**src/sv/h75s_pkg.sv**
```systemverilog
// ============================================================================
// h75s_pkg
// Shared types, constants and helpers for the double-buffered panel scanner.
// ============================================================================
package h75s_pkg;

    // Input operation codes carried on the slave tuser field.
    typedef enum logic [1:0] {
        OP_TICK  = 2'd0,
        OP_WRITE = 2'd1,
        OP_SWAP  = 2'd2
    } t_op;

    localparam int OP_W       = 2;
    localparam int COORD_W    = 6;
    localparam int COLOR_W    = 24;
    localparam int RGB_W      = 3;
    localparam int ROW_PIN_W  = 5;
    localparam int IN_TDATA_W = 40;
    localparam int PIN_W      = 14;
    localparam int OUT_TDATA_W = 16;
    localparam int OUT_DEPTH  = 3;
    localparam int OUT_CNT_W  = 2;

    localparam logic [COLOR_W-1:0] RED_MASK   = 24'h0000FF;
    localparam logic [COLOR_W-1:0] GREEN_MASK = 24'h00FF00;
    localparam logic [COLOR_W-1:0] BLUE_MASK  = 24'hFF0000;

    // One tick after its control pins are settled, waiting for memory data.
    typedef struct packed {
        logic                 valid;
        logic                 load;
        logic                 clk;
        logic                 stb;
        logic                 oe;
        logic [ROW_PIN_W-1:0] row;
    } t_tick;

    // Full pin snapshot, packed in output tdata order (lowest bit last).
    typedef struct packed {
        logic [ROW_PIN_W-1:0] row;
        logic                 oe;
        logic                 stb;
        logic                 clk;
        logic [2*RGB_W-1:0]   data;
    } t_pins;

    // A channel is lit when its byte is nonzero.
    function automatic logic [RGB_W-1:0] color_bits(input logic [COLOR_W-1:0] c);
        color_bits = {|(c & BLUE_MASK), |(c & GREEN_MASK), |(c & RED_MASK)};
    endfunction

endpackage

```
**src/sv/h75s_out_fifo.sv**
```systemverilog
// ============================================================================
// h75s_out_fifo
// Small output queue that decouples the scan pipeline from the receiver.
// ============================================================================
module h75s_out_fifo #(
    parameter int WIDTH = 16
) (
    input  logic                           i_clk,
    input  logic                           i_rst_n,
    input  logic                           i_push,
    input  logic [WIDTH-1:0]               i_data,
    output logic [h75s_pkg::OUT_CNT_W-1:0] o_count,
    output logic                           o_valid,
    input  logic                           i_ready,
    output logic [WIDTH-1:0]               o_data
);
    import h75s_pkg::*;

    logic [WIDTH-1:0]     r_mem [OUT_DEPTH];
    logic [OUT_CNT_W-1:0] r_wr, r_rd, r_count;
    logic                 pop;

    assign pop     = o_valid && i_ready;
    assign o_valid = r_count != '0;
    assign o_data  = r_mem[r_rd];
    assign o_count = r_count;

    // Entry storage.
    always_ff @(posedge i_clk) begin
        if (i_push) begin
            r_mem[r_wr] <= i_data;
        end
    end

    // Pointers and fill count.
    always_ff @(posedge i_clk) begin
        if (!i_rst_n) begin
            r_wr    <= '0;
            r_rd    <= '0;
            r_count <= '0;
        end else begin
            if (i_push) begin
                r_wr <= (r_wr == OUT_CNT_W'(OUT_DEPTH - 1)) ? '0 : r_wr + 1'b1;
            end
            if (pop) begin
                r_rd <= (r_rd == OUT_CNT_W'(OUT_DEPTH - 1)) ? '0 : r_rd + 1'b1;
            end
            r_count <= r_count + OUT_CNT_W'(i_push) - OUT_CNT_W'(pop);
        end
    end

endmodule

```
**config.mk**
```make
export PLATFORM = sky130hd
export DESIGN_NAME = h75s_out_fifo
export DESIGN_NICKNAME = d
export VERILOG_FILES = /design/src/sv/h75s_pkg.sv /design/src/sv/h75s_out_fifo.sv
export SDC_FILE = /design/constraint.sdc
export NUM_CORES = 1
export LEC_CHECK = 0
export ABC_AREA = 1
export ABC_CLOCK_PERIOD_IN_PS = 6500
export BUFFER_PORTS_ARGS = -buffer_cell sky130_fd_sc_hd__buf_2
export CAP_MARGIN = 10
export CORE_MARGIN = 5
export CORE_UTILIZATION = 47
export DETAILED_ROUTE_END_ITERATION = 7
export GPL_TIMING_DRIVEN = 0
export PLACE_DENSITY = 0.69
export SLEW_MARGIN = 20
export SYNTH_ARGS = -nofsm -noshare
export SYNTH_HDL_FRONTEND = slang
export SYNTH_SLANG_ARGS = --single-unit
```
**constraint.sdc**
```tcl
create_clock -name i_clk -period 6.5 [get_ports i_clk]
set_input_delay 1.625 -clock i_clk [delete_from_list [all_inputs] [get_ports i_clk]]
set_output_delay 1.625 -clock i_clk [all_outputs]
set_load 0.01 [all_outputs]
```
==> results by stage <==
Cells and area:
- The leading cell type in the layout, fill and taps excluded is sky130_fd_sc_hd__edfxtp_1.
- The number of antenna diodes in the final layout is 0.
- The ratio of cells with drive above 1 in the final layout is 25.93%.
- In the layout the commonest cells are sky130_fd_sc_hd__edfxtp_1, sky130_fd_sc_hd__buf_2, sky130_fd_sc_hd__a21oi_1.
- From synthesis to final layout, the design area changed by 16.78%.
- After routing the design area is 2507 um2.
- The final layout contains 236 nets.

Die:
- The starting utilization of the core area is 48.97%.
- The die outline width is 77.59 um.
- The number of core rows is 24.
- The I/O pin count is 39.
- The core region is 4384 um2.
- The die is 77.59 um tall.
- The die area is 6020 um2.

Critical path:
- STA classifies the critical path startpoint as a flip-flop.
- The number of cells on the worst reg-to-reg path is 4.
- In this run the critical register-to-register path is captured at r_mem[2][8].
- STA puts the critical path data required time at 4.88 ns.
- The category of the worst setup path capture point is an output port.
- The highest-delay cell along the critical path is sky130_fd_sc_hd__dfxtp_1.
- The most frequent cell on the critical path is sky130_fd_sc_hd__buf_6.
- Counting buffers and inverters, the worst setup path is 6 cells deep.
- The number of buffers and inverters on the critical path is 4.
- The worst register-to-register path has a setup slack of 5.04 ns.
- On the worst path, the slowest cell contributes a delay of 0.31 ns.
- Among cell families on the critical path, the largest total delay comes from buffers and inverters.
- Walking the worst path, the cells encountered are buf_6 -> inv_4 -> buf_6 -> nor2_1 -> a21oi_1 -> buf_2.
- In this run the critical register-to-register path is launched from r_wr[1].
- The critical path is of the reg2out type.
- The largest fanout on the critical path is 10.
- Data arrives at the worst endpoint at 1.39 ns.

STA:
- The shortest period the worst path allows is 3.018 ns.
- Setup repair after global routing left no endpoint under its margin.
- The worst slew margin relative to its limit is 52.03%.
- After routing, the total negative slack on setup checks comes to 0 ns.
- Setup slack closes at 3.482 ns.
- The highest achievable clock rate is 331.3 MHz.
- For the pin with the worst max-slew slack, the measured transition is 0.7187 ns.
- The hold violation count in the final report is 0.
- The setup violation total in the final timing report is 0.
- The clock arrives with 0.01048 ns of skew.
- The max-slew violation total from the final report is 0.
- In the finished design, the share of the clock period the worst path needs comes to 46.43%.

Routing:
- The first detailed-routing pass took 4 iterations.
- The wire length per cell is 14.09 um.
- For this run, design rule violations remaining after detail routing come to 0.
- The overall routed net length is 3775 um.
- In the routed layout, each cell is associated on average with a via count of 5.034.
- The first routing iteration left 66 violations.
- The routed layout has 1349 vias.
- The detail route stage leaves a number of antenna-violating nets equal to 0.

Clock network:
- The H-tree generated during clock tree synthesis spans 2 levels.
- The root buffer cell chosen for the clock tree is sky130_fd_sc_hd__clkbuf_8.
- The number of gates resized after CTS was 0.
- The total clock sinks is 56.
- The clock buffer count from CTS is 5.
- The buffer depth of the longest clock path is 2.
- The post-CTS setup repair buffer count is 0.
- Hold repair after CTS inserted 0 buffers.
- The later-pin clock latency in the skew report is 0.31 ns.
- After clock tree synthesis, the clock-pin slew on the worst setup and hold paths is 0.09 ns.
- The CTS tree is yes.

Place:
- At the placement stage, the worst setup path has a slack of 3.613 ns.
- The placed cell area is 2426 um2.
- At the end of routability-driven placement, the weighted congestion stood at 0.7199.
- The detailed-placement wirelength estimate is 2597 um.
- The number of I/O port buffers is 38.

Yosys:
- The portion of synthesized area spent on multiplexers is 0%.
- The number of nets in the synthesized netlist is 189.
- After Yosys synthesis, and, or, nand and nor cells account for 10.14% of the synthesized area.
- The cell area that synthesis handed to floorplanning was 2147 um2.
- Counting flops and latches in the post-synthesis netlist gives 56.
- Dividing the synthesized area by the synthesized cell count gives 12.78 um2.
- The dominant combinational cell family by area after synthesis is simple AND/OR/NAND/NOR gates.
- Counting distinct cell types in the post-synthesis netlist gives 16.
- Sequential elements use 74.59% of the synthesized area.
- Summing the areas of all xor and xnor instances in the mapped netlist gives 0% of the synthesized area.
- After technology mapping, the gate count stands at 168.
- Yosys printed 0 warnings.
- The synthesized netlist devotes 0.5828% of its cell area to adder and majority cells.
- The area fraction in compound gates after synthesis is 8.916%.

Job:
- Across the run, the number of max-cap violations was 0.

Min path:
- The path with the worst hold slack has its endpoint at r_wr[1].
- The instance count along the most critical hold path is 2.
- The worst min-delay path startpoint is r_wr[1].
- The type of the tightest min-delay check is reg2reg.

Global routing:
- The global-route total usage across every layer is 13.41%.
- Entering global routing, the biggest net connects 17 pins.
- The via count of the first global-routing pass is 1345.
- The remaining global-route overflow is 0.
- The number of antenna violations at the first check in global routing is 0.
- The first-pass GRT wire length is 6265 um.

Pwr:
- For this design the static power due to leakage is 0.9981 nW.
- The worst ir drop on vdd is 116.5 uV.
- The power per cell area is 273.3 nW/um2.

Run status:
- The flow ran to the end, and the final reports show no timing, DRC or antenna violations.
-- flip-flops by register name (all words and copies together) (netlist names), named ones only --
signal / count
r_rd: 2
r_wr: 2
r_mem: 48
o_count: 2
-- synth_stat cells (all sizes together) --
cell / count / area (um2)
nor3: 1 / 5.000
edfxtp: 48 / 1441
dfxtp: 8 / 160.2
o21ai: 1 / 5.000
clkinv: 1 / 8.760
nor2: 24 / 90.09
o21a: 1 / 7.510
a21oi: 35 / 178.9
buf: 6 / 71.31
nand2: 26 / 97.59
inv: 11 / 43.80
nand3: 5 / 25.02
ha: 1 / 12.51
-- cell families after synthesis --
group,after synthesis
buffers and inverters,18
adders and majority gates,1
and+or+nand+nor,56
DFF,56
AOI/OAI and AO/OA,37
-- area by class of cell --
| type | instances | area, um2 |
|---|---|---|
| clock inverters | 1 | 5.005 |
| fillers | 369 | 1877 |
| plain buffers | 6 | 71.32 |
| inverters | 12 | 52.55 |
| flip-flops and latches | 56 | 1602 |
| repair buffers | 40 | 209.0 |
| multi-input cells | 94 | 426.7 |
| well taps | 52 | 65.06 |
| clock buffers | 7 | 76.32 |
-- report_power, final --
part / internal, mW / switching [mW]
clock network: 0.0758 / 0.101
registers: 0.408 / 0.00545
logic: 0.0382 / 0.0568
total: 0.522 / 0.163
-- worst reg2reg max path: stages, from the launching register on --
cell and delay, ns:
sky130_fd_sc_hd__dfxtp_1 0.35, sky130_fd_sc_hd__inv_1 0.07, sky130_fd_sc_hd__nor3_2 0.37, sky130_fd_sc_hd__buf_4 0.25
sky130_fd_sc_hd__buf_6 0.14
-- routing by layer --
layer  global-route usage (%)  up-vias  wire length (um)
met1                    15.21      628              1599
met3                    4.051        7               201
met2                    23.29       37              1894
li1                         -      677                 -
met5                        0        -                 0
met4                    5.670        0                80
-- through the flow --
stage / power [mW] / hold slack [ns] / utilization (%) / instances
2_1_floorplan: 0.4783 / 0.4503 / - / 168
3_3_place_gp: 0.5153 / 0.4679 / 54.79 / 258
3_5_place_dp: 0.5182 / 0.4763 / 55.34 / 260
4_1_cts: 0.6932 / 0.4857 / 57.19 / 268
5_1_grt: 0.7200 / 0.5106 / 57.19 / 268
6_report: 0.6853 / 0.4800 / 57.19 / 268
-- worst max-delay path by stage --
stage,start,to
6_report,flip-flop,o_data[0]
5_1_grt,flip-flop,o_data[0]
4_1_cts,flip-flop,o_data[0]
3_5_place_dp,i_push,r_mem[2][14]
3_3_place_gp,i_push,r_mem[2][13]
2_1_floorplan,i_push,r_mem[2][0]
(Power assumes the default switching activity.)
