$ cat src/sv/h75s_pkg.sv
// ============================================================================
// h75s_pkg
// Shared types, constants and helpers for the double-buffered panel scanner.
// ============================================================================
package h75s_pkg;

    // Input operation codes carried on the slave tuser field.
    typedef enum logic [1:0] {
        OP_TICK  = 2'd0,
        OP_WRITE = 2'd1,
        OP_SWAP  = 2'd2
    } t_op;

    localparam int OP_W       = 2;
    localparam int COORD_W    = 6;
    localparam int COLOR_W    = 24;
    localparam int RGB_W      = 3;
    localparam int ROW_PIN_W  = 5;
    localparam int IN_TDATA_W = 40;
    localparam int PIN_W      = 14;
    localparam int OUT_TDATA_W = 16;
    localparam int OUT_DEPTH  = 3;
    localparam int OUT_CNT_W  = 2;

    localparam logic [COLOR_W-1:0] RED_MASK   = 24'h0000FF;
    localparam logic [COLOR_W-1:0] GREEN_MASK = 24'h00FF00;
    localparam logic [COLOR_W-1:0] BLUE_MASK  = 24'hFF0000;

    // One tick after its control pins are settled, waiting for memory data.
    typedef struct packed {
        logic                 valid;
        logic                 load;
        logic                 clk;
        logic                 stb;
        logic                 oe;
        logic [ROW_PIN_W-1:0] row;
    } t_tick;

    // Full pin snapshot, packed in output tdata order (lowest bit last).
    typedef struct packed {
        logic [ROW_PIN_W-1:0] row;
        logic                 oe;
        logic                 stb;
        logic                 clk;
        logic [2*RGB_W-1:0]   data;
    } t_pins;

    // A channel is lit when its byte is nonzero.
    function automatic logic [RGB_W-1:0] color_bits(input logic [COLOR_W-1:0] c);
        color_bits = {|(c & BLUE_MASK), |(c & GREEN_MASK), |(c & RED_MASK)};
    endfunction

endpackage

$ cat src/sv/h75s_scan_ctrl.sv
// ============================================================================
// h75s_scan_ctrl
// Scan sequencer: phase and row counters, bank select, swap handling,
// control pin levels and frame store address generation.
// ============================================================================
module h75s_scan_ctrl #(
    parameter int PANEL_WIDTH  = 64,
    parameter int PANEL_HEIGHT = 64
) (
    input  logic                      i_clk,
    input  logic                      i_rst_n,
    input  logic                      i_tick,
    input  logic                      i_write,
    input  logic                      i_swap,
    input  logic [h75s_pkg::COORD_W-1:0] i_x,
    input  logic [h75s_pkg::COORD_W-1:0] i_y,
    output logic [$clog2(2*(PANEL_HEIGHT/2)*PANEL_WIDTH)-1:0] o_rd_addr,
    output logic [$clog2(2*(PANEL_HEIGHT/2)*PANEL_WIDTH)-1:0] o_wr_addr,
    output logic                      o_wr_top,
    output logic                      o_wr_bot,
    output h75s_pkg::t_tick           o_tick
);
    import h75s_pkg::*;

    localparam int SCAN_ROWS  = PANEL_HEIGHT / 2;
    localparam int BANK_WORDS = SCAN_ROWS * PANEL_WIDTH;
    localparam int AW         = $clog2(2 * BANK_WORDS);
    localparam int PHASES     = 2 * PANEL_WIDTH + 4;
    localparam int PW         = $clog2(PHASES);
    localparam int CW         = $clog2(PANEL_WIDTH);
    localparam int RW         = $clog2(SCAN_ROWS);
    localparam int LINE_END   = 2 * PANEL_WIDTH;

    logic [PW-1:0]        r_phase, n_phase;
    logic [RW-1:0]        r_row, n_row;
    logic                 r_bank, n_bank;
    logic                 r_swap, n_swap;
    logic                 r_clk, n_clk;
    logic                 r_stb, n_stb;
    logic                 r_oe, n_oe;
    logic [ROW_PIN_W-1:0] r_row_pin, n_row_pin;
    logic                 n_load;
    t_tick                r_tick;
    logic                 eff_bank;
    logic [CW-1:0]        col;
    logic                 x_ok, y_top, y_bot;
    logic [RW-1:0]        wr_row;

    // A pending swap takes effect at the first phase of a row.
    assign eff_bank = (r_phase == '0 && r_swap) ? ~r_bank : r_bank;
    assign col      = r_phase[CW:1];

    // Both halves share the address: top memory holds rows 0..S-1,
    // bottom memory holds rows S..2S-1.
    assign o_rd_addr = AW'(eff_bank) * AW'(BANK_WORDS) + AW'(r_row) * AW'(PANEL_WIDTH)
                       + AW'(col);

    // Write address into the back bank.
    assign x_ok   = {2'b00, i_x} < 8'(PANEL_WIDTH);
    assign y_top  = {1'b0, i_y} < 7'(SCAN_ROWS);
    assign y_bot  = !y_top && ({1'b0, i_y} < 7'(2 * SCAN_ROWS));
    assign wr_row = y_top ? RW'(i_y) : RW'({1'b0, i_y} - 7'(SCAN_ROWS));

    assign o_wr_addr = AW'(~r_bank) * AW'(BANK_WORDS) + AW'(wr_row) * AW'(PANEL_WIDTH)
                       + AW'(i_x);
    assign o_wr_top  = i_write && x_ok && y_top;
    assign o_wr_bot  = i_write && x_ok && y_bot;

    // Next state of the sequencer and the control pins.
    always_comb begin
        n_phase   = r_phase;
        n_row     = r_row;
        n_bank    = r_bank;
        n_swap    = r_swap;
        n_clk     = r_clk;
        n_stb     = r_stb;
        n_oe      = r_oe;
        n_row_pin = r_row_pin;
        n_load    = 1'b0;
        if (i_swap) begin
            n_swap = 1'b1;
        end
        if (i_tick) begin
            n_bank = eff_bank;
            if (r_phase == '0) begin
                n_swap = 1'b0;
            end
            if (r_phase < PW'(LINE_END)) begin
                n_clk  = ~r_phase[0];
                n_load = ~r_phase[0];
            end else if (r_phase == PW'(LINE_END)) begin
                n_oe      = 1'b1;
                n_row_pin = ROW_PIN_W'(r_row);
            end else if (r_phase == PW'(LINE_END + 1)) begin
                n_stb = 1'b1;
            end else if (r_phase == PW'(LINE_END + 2)) begin
                n_stb = 1'b0;
            end else begin
                n_oe = 1'b0;
            end
            if (r_phase == PW'(PHASES - 1)) begin
                n_phase = '0;
                n_row   = (r_row == RW'(SCAN_ROWS - 1)) ? '0 : r_row + 1'b1;
            end else begin
                n_phase = r_phase + 1'b1;
            end
        end
    end

    // Sequencer registers and the tick stage toward the memory read.
    always_ff @(posedge i_clk) begin
        if (!i_rst_n) begin
            r_phase   <= '0;
            r_row     <= '0;
            r_bank    <= 1'b0;
            r_swap    <= 1'b0;
            r_clk     <= 1'b0;
            r_stb     <= 1'b0;
            r_oe      <= 1'b0;
            r_row_pin <= '0;
            r_tick    <= '0;
        end else begin
            r_phase      <= n_phase;
            r_row        <= n_row;
            r_bank       <= n_bank;
            r_swap       <= n_swap;
            r_clk        <= n_clk;
            r_stb        <= n_stb;
            r_oe         <= n_oe;
            r_row_pin    <= n_row_pin;
            r_tick.valid <= i_tick;
            r_tick.load  <= n_load;
            r_tick.clk   <= n_clk;
            r_tick.stb   <= n_stb;
            r_tick.oe    <= n_oe;
            r_tick.row   <= n_row_pin;
        end
    end

    assign o_tick = r_tick;

endmodule

$ cat config.mk
export PLATFORM = sky130hd
export DESIGN_NAME = h75s_scan_ctrl
export DESIGN_NICKNAME = d
export VERILOG_FILES = /design/src/sv/h75s_pkg.sv /design/src/sv/h75s_scan_ctrl.sv
export SDC_FILE = /design/constraint.sdc
export NUM_CORES = 1
export LEC_CHECK = 0
export BUFFER_PORTS_ARGS = -buffer_cell sky130_fd_sc_hd__buf_4
export CORE_MARGIN = 2
export CORE_UTILIZATION = 31
export CTS_BUF_LIST = sky130_fd_sc_hd__clkbuf_8
export CTS_CLUSTER_DIAMETER = 100
export CTS_CLUSTER_SIZE = 28
export DETAILED_ROUTE_END_ITERATION = 10
export GPL_TIMING_DRIVEN = 0
export PLACE_DENSITY = 0.62
export SYNTH_ARGS = -nofsm -noshare
export SYNTH_HDL_FRONTEND = slang
export SYNTH_SLANG_ARGS = --single-unit
$ cat constraint.sdc
create_clock -name i_clk -period 2.1 [get_ports i_clk]
set_input_delay 0.42 -clock i_clk [delete_from_list [all_inputs] [get_ports i_clk]]
set_output_delay 0.42 -clock i_clk [all_outputs]
set_load 0.05 [all_outputs]
==> metrics.md, run 1 <==
| Metric | Value |
|---|---|
| Max clock buf depth | 2 |
| Vias in the first global route | around 1100 |
| Finished Layout Cells | around 260 |
| Synth async-reset ratio | 0 |
| Worst reg2reg path depth | 4 |
| Placed inst area | 1760 um2 |
| Clock transition at the registers of the reported paths | ~0.08 ns |
| Antenna Cells | 0 |
| H-tree levels | 1 |
| Power Density | 536 nW/um2 |
| YS warnings | 0 |
| Cts-stage hold buffer count | 0 |
| Internal Power | ~0.70 mW |
| Antenna-violating nets left | 0 |
| Crit share post-route | 1.02 |
| Syn Inst Count | 163 |
| R2R Setup Slk | around 0.070 ns |
| # port buffers | 41 |
| Root Buffer | clkbuf_8 |
| Combinational Power Share | 0.232 |
| Switching power | about 0.29 mW |
| Fin nets | 233 |
| Failing checks | setup timing |
| Final WS setup | -0.0520 ns |
| Fin. Hold Viols | 0 |
| Clk sinks | 25 |
| Largest net degree at the start of global routing | 14 |
| Post-synthesis register bit count | 25 |
| Area contributors post-synth | dfxtp_1, buf_4, nand2_1, ha_1, mux2i_1 |
| RSZ-0062 raised after global routing | true |
| Post-synthesis sequential area ratio | 0.361 |
| Slowest cell delay on critical path | approximately 0.56 ns |
| Worst Skew | about 0.0027 ns |
| Max VDD drop | between 200 and 250 uV |
| Yosys top cell area share | 0.361 |
| Critical path startpoint | r_phase[6] |
| Primary FF master, synth | dfxtp_1 |
| Hold Crit Endpoint | r_swap |
| Final Cell Area | about 1900 um2 |
| Top cells by count, synth | dfxtp_1, buf_4, nand2_1 |
| Final wirelength | approximately 2.9 mm |
| Leading area contributor after synthesis | dfxtp_1 |
| Mean routed wirelength per cell | roughly 11 um |
| Pleak | about 0.79 nW |
| Cts bufs inserted | 3 |
| Mapped Nets | around 190 |
| Min Clock Period, post-route | ~2.2 ns |
| Initial antenna violation count | 0 |
| Vias | roughly 1200 |
| Switching share of power | 0.292 |
| GRT Util Overall | 0.116 |
| Die Wd | 70.8 um |
| Vias/cell | between 4 and 5 |
| Rows | 24 |
| Drc violations | 0 |
| Placed Cells | ~260 |
| Die Ht | roughly 70 um |
| Slew margin rel. | 0.0956 |
| Netlist cell types | 38 |
| Hold Crit Depth | 3 |
| Utilization after layout | 0.428 |
| Crit end category | output port |
| Area grow syn2layout | 33.7% |
| CTS tree | built |
| Most frequent cell after synthesis | dfxtp_1 |
| DPL Wire Length | about 2.1 mm |
| Reg2Reg Capture Point | r_bank |
| Initial Util | 0.320 |
| Syn avg cell area | roughly 8.5 um2 |
| Post-Syn Area | between 1000 and 1500 um2 |
| Grt ovf | 0 |
| Cell with the largest stage delay on the worst path | or4_4 |
| First-pass GRT wire length | approximately 4.8 mm |
| Reg power frac | 0.497 |
| Maxcap violations | 0 |
| Critical Path AT | between 1.5 and 2 ns |
| R2R Path Start | r_phase[6] |
| Core region area | around 4300 um2 |
| Hold Crit Start | i_swap |
| Critical Path RT | 1.68 ns |
| Fill cells | about 460 |
| Crit path cell chain | or4_4, nor4_4, xnor2_1, buf_4, buf_8 |
| Worst skew pair latency | approximately 0.26 ns |
| Setup violators final | 1 |
| I/O Pins | 53 |
| Number of flops mapped to enable cells by yosys | 0 |
| Gpl congestion | 0.767 |
| Clock Power Share | 0.272 |
| Kind of critical path | register to output port |
| Hold_ws | about 0.45 ns |
| Die Area | 5020 um2 |
| CP max FO | 2 |
| Worst min path class | input pin to register |
| Fmax | about 460 MHz |
| Status | complete, but fails checks |
| Slew @ Worst Pin | between 1 and 1.5 ns |
| Share of layout cells above drive strength 1 | 0.378 |
| Startpoint types | register |
| Initial DRC count | 46 |
| Fin. max-slew vios | 0 |
| Drt first pass iters | 4 |
-- power groups by stage --
stage                     combinational [mW]  clock, mW  sequential [mW]
after detailed placement               0.219          0            0.506
final                                  0.230      0.270            0.493
after global routing                   0.245      0.304            0.496
after floorplan                        0.157          0            0.511
after CTS                              0.231      0.285            0.492
after global placement                 0.219          0            0.506
-- how the worst max path moves through the flow --
stage / end / slack (ns) / cells past startpoint
final: o_rd_addr[11] / -0.05 / 5
after global routing: o_rd_addr[11] / -0.13 / 5
after global placement: o_rd_addr[11] / -0.16 / 6
after floorplan: o_rd_addr[11] / 0.04 / 5
after CTS: o_rd_addr[11] / -0.08 / 5
after detailed placement: o_rd_addr[11] / -0.18 / 6
-- registers in the layout, summed over array words and instances, names as in the netlist --
name / cells
o_tick: 10
r_bank: 1
r_phase: 8
r_row: 5
r_swap: 1
-- routing by layer --
layer  part of all wire  GRT usage  vias to the layer above
met3              0.060     0.0299                        2
met1               0.49      0.164                      555
met4             0.0059     0.0252                        0
met5                  0          0                        -
met2               0.45      0.179                       33
li1                   -          -                      640
-- worst max-delay path: cells and delay by family (launching register included) --
kind / cells / cell delay, ns
flops: 1 / 0.35
simple gates: 2 / 0.72
xor+xnor: 1 / 0.14
buf+inv: 2 / 0.26
-- per-stage QoR --
step                      worst slack [ns]  total power [mW]  setup TNS (ns)
final                              -0.0520             0.993         -0.0520
after floorplan                     0.0378             0.668               0
after CTS                          -0.0797              1.01         -0.0797
after global routing                -0.127              1.04          -0.272
after global placement              -0.161             0.724          -0.161
after detailed placement            -0.181             0.725          -0.181
-- kinds of logic (layout without fill, tap and decap cells) --
kind of cell,count (synthesis),after routing,synth area share
buf+inv,34,80,0.154
flops,25,25,0.361
xor+xnor,4,4,0.0253
compound gates,26,26,0.113
simple gates,61,61,0.241
fa+ha+maj,6,6,0.0542
mux,7,7,0.0506
-- cell usage in the layout, fill, tap and decap left out, types with 2 or more instances in the layout --
master    Yosys  final
buf_4        21     63
nand2_1      21     21
dfxtp_1      25     19
o21ai_0       8      8
mux2i_1       7      7
nor2_1        7      7
a21oi_1       7      7
nand4_1       6      6
ha_1          6      6
inv_1         5      5
clkbuf_1      6      5
or3_1         5      5
clkbuf_8      0      4
dfxtp_2       0      4
nor2b_1       3      3
nand3_1       3      3
nor4_4        1      2
xnor2_1       2      2
and3_1        2      2
and2_1        2      2
nor4_1        3      2
a31oi_1       2      2
nor3_1        2      2
o22ai_1       2      2
xor2_1        2      2
dfxtp_4       0      2
-- area by class of cell --
class	count	area (um2)	area share
multi-input cells	104	686	0.370
flip-flops and latches	25	513	0.277
repair buffers	43	330	0.178
plain buffers	28	194	0.105
well taps	52	65.1	0.0351
clock buffers	3	41.3	0.0223
inverters	5	18.8	0.0101
clock inverters	1	3.75	0.00203
-- what timing repair did --
item	in CTS	in global routing
gates resized for setup	12	4
setup buffers	2	0
pin swaps	3	0
setup endpoints to repair	1	4
(Power assumes the default switching activity.)
==> run 2, diff against run 1 <==
==> constraint.sdc (replaced) <==
create_clock -name i_clk -period 2.1 [get_ports i_clk]
set_input_delay 0.42 -clock i_clk [delete_from_list [all_inputs] [get_ports i_clk]]
set_output_delay 0.42 -clock i_clk [all_outputs]
set_load 0.005 [all_outputs]
==> metrics.md, run 2 (synthesis gave the netlist of run 1 again) <==
| Metric | Value |
|---|---|
| Final WS setup | 0.0848 ns (+0.137 ns) |
| H-tree levels | 1 (unchanged) |
| First-pass GRT wire length | 4.81 mm (+0.44%) |
| Pleak | 0.782 nW (-0.73%) |
| Clock transition at the registers of the reported paths | 0.08 ns (about the same) |
| Cts bufs inserted | 3 (unchanged) |
| Startpoint types | register |
| Drc violations | 0 (unchanged) |
| Most frequent cells in the layout | buf_4, nand2_1, dfxtp_1 |
| # port buffers | 41 (unchanged) |
| Utilization after layout | 0.426 (-0.00203) |
| Final Cell Area | 1840 um2 (-0.47%) |
| Crit path cell chain | or4_4, nor4_4, xnor2_1, buf_4 |
| I/O Pins | 53 (unchanged) |
| Vias in the first global route | 1090 (+0.092%) |
| Finished Layout Cells | 260 (-0.38%) |
| Fin. Hold Viols | 0 (unchanged) |
| Rows | 24 (unchanged) |
| Setup TNS Final | 0 ns (+0.0520 ns) |
| Hold Crit Start | i_swap |
| Critical Path AT | 1.60 ns (-0.13 ns) |
| Core region area | 4320 um2 (unchanged) |
| Root Buffer | clkbuf_8 |
| Cell with the largest stage delay on the worst path | or4_4 |
| Hold Crit Depth | 3 (unchanged) |
| Die Wd | 70.8 um (unchanged) |
| Placed Cells | 256 (unchanged) |
| Clk sinks | 25 (unchanged) |
| CP max FO | 2 (unchanged) |
| Worst skew pair latency | 0.26 ns (about the same) |
| Initial antenna violation count | 0 (unchanged) |
| Total power | 0.903 mW (-9.1%) |
| Critical path startpoint | r_phase[6] |
| Largest register FFs | 10 (unchanged) |
| Critical Path RT | 1.68 ns (about the same) |
| Kind of critical path | register to output port |
| Vias | 1225 (-0.41%) |
| Dpl ws | -0.0926 ns (+0.0886 ns) |
| Min Clock Period, post-route | 2.02 ns (-0.137 ns) |
| Placed inst area | 1760 um2 (unchanged) |
| Fill cells | 464 (+0.43%) |
| Gpl congestion | 0.767 (unchanged) |
| Grt ovf | 0 (unchanged) |
| CTS tree | built |
| Max VDD drop | 211 uV (about the same) |
| Die Ht | 70.8 um (unchanged) |
| Slew margin rel. | 0.457 (+0.361) |
| Slowest cell delay on critical path | 0.56 ns (about the same) |
| Antenna Cells | 0 (unchanged) |
| GRT Util Overall | 0.116 (+0.000591) |
| Share of layout cells above drive strength 1 | 0.380 (+0.00182) |
| Hold_ws | 0.453 ns (-0.000830 ns) |
| Fin. max-slew vios | 0 (unchanged) |
| Power Density | 490 nW/um2 (-8.7%) |
| RSZ-0062 raised after global routing | true |
| Largest net degree at the start of global routing | 14 (unchanged) |
| Area grow syn2layout | 33.1% |
| Crit end category | output port |
| Initial Util | 0.320 (unchanged) |
| Vias/cell | 4.71 (about the same) |
| Max clock buf depth | 2 (unchanged) |
| Initial DRC count | 56 (+22%) |
| Worst min path class | input pin to register |
| Slew @ Worst Pin | 0.808 ns (-0.536 ns) |
| Status | completed |
| Crit share post-route | 0.960 (-0.0651) |
| R2R Path Start | r_phase[6] |
| Cts-stage hold buffer count | 0 (unchanged) |
| Worst reg2reg path depth | 4 (unchanged) |
| Drt first pass iters | 4 (unchanged) |
| Maxcap violations | 0 (unchanged) |
| DPL Wire Length | 2.14 mm (unchanged) |
| Setup violators final | 0 (-1) |
| Final wirelength | 2.91 mm (+0.38%) |
| Fin nets | 232 (-0.43%) |
| Antenna-violating nets left | 0 (unchanged) |
| Mean routed wirelength per cell | 11.2 um (+0.77%) |
| Die Area | 5020 um2 (unchanged) |
| Worst Skew | 0.00237 ns (-0.000363 ns) |
| Fmax | 496 MHz (+6.8%) |
| Most common cell after layout, fill and taps aside | buf_4 |
[run 2: cell types whose count changed in the layout (fill, tap and decap cells not counted)]
cell	previous run	this run
nor4_2	0	1
nor4_1	2	1
buf_8	1	0
[run 2: power breakdown]
group          total (mW)  switching [mW]  leakage (nW)  internal (mW)
Combinational       0.139          0.0593         0.548         0.0799
Clock               0.270           0.140        0.0269          0.130
Sequential          0.493          0.0106         0.206          0.483
Total               0.903           0.210         0.782          0.693
[run 2: worst paths after layout]
check | to | slack (ns)
max | o_rd_addr[11] | 0.08
min | r_swap | 0.45
max reg2reg | o_tick[4] | 0.22
min reg2reg | o_tick[3] | 0.46
[run 2: cell type report]
class	instances	area [um2]	area share
Buffer	27	186	0.101
Clock buffer	3	41.3	0.0224
Clock inverter	1	3.75	0.00204
Inverter	5	18.8	0.0102
Multi-Input combinational cell	104	692	0.375
Sequential cell	25	513	0.278
Tap cell	52	65.1	0.0353
Timing Repair Buffer	43	323	0.175
[run 2: per-layer routing]
| layer | GRT usage | share of wire |
|---|---|---|
| met1 | 0.164 | 0.48 |
| met2 | 0.181 | 0.45 |
| met3 | 0.0299 | 0.059 |
| met4 | 0.0252 | 0.0058 |
| met5 | 0 | 0 |
[run 2: worst max-delay path: cells and delay by family, from the launching register on]
kind | cells | cell delay (ns)
flip-flops | 1 | 0.35
XOR/XNOR | 1 | 0.14
AND/OR/NAND/NOR | 2 | 0.72
buffers and inverters | 1 | 0.12
[run 2: what timing repair did]
action | in CTS | in global routing
setup buffers | 2 | 0
resized for setup | 11 | 4
pin swaps | 3 | 0
setup endpoints to repair | 1 | 4
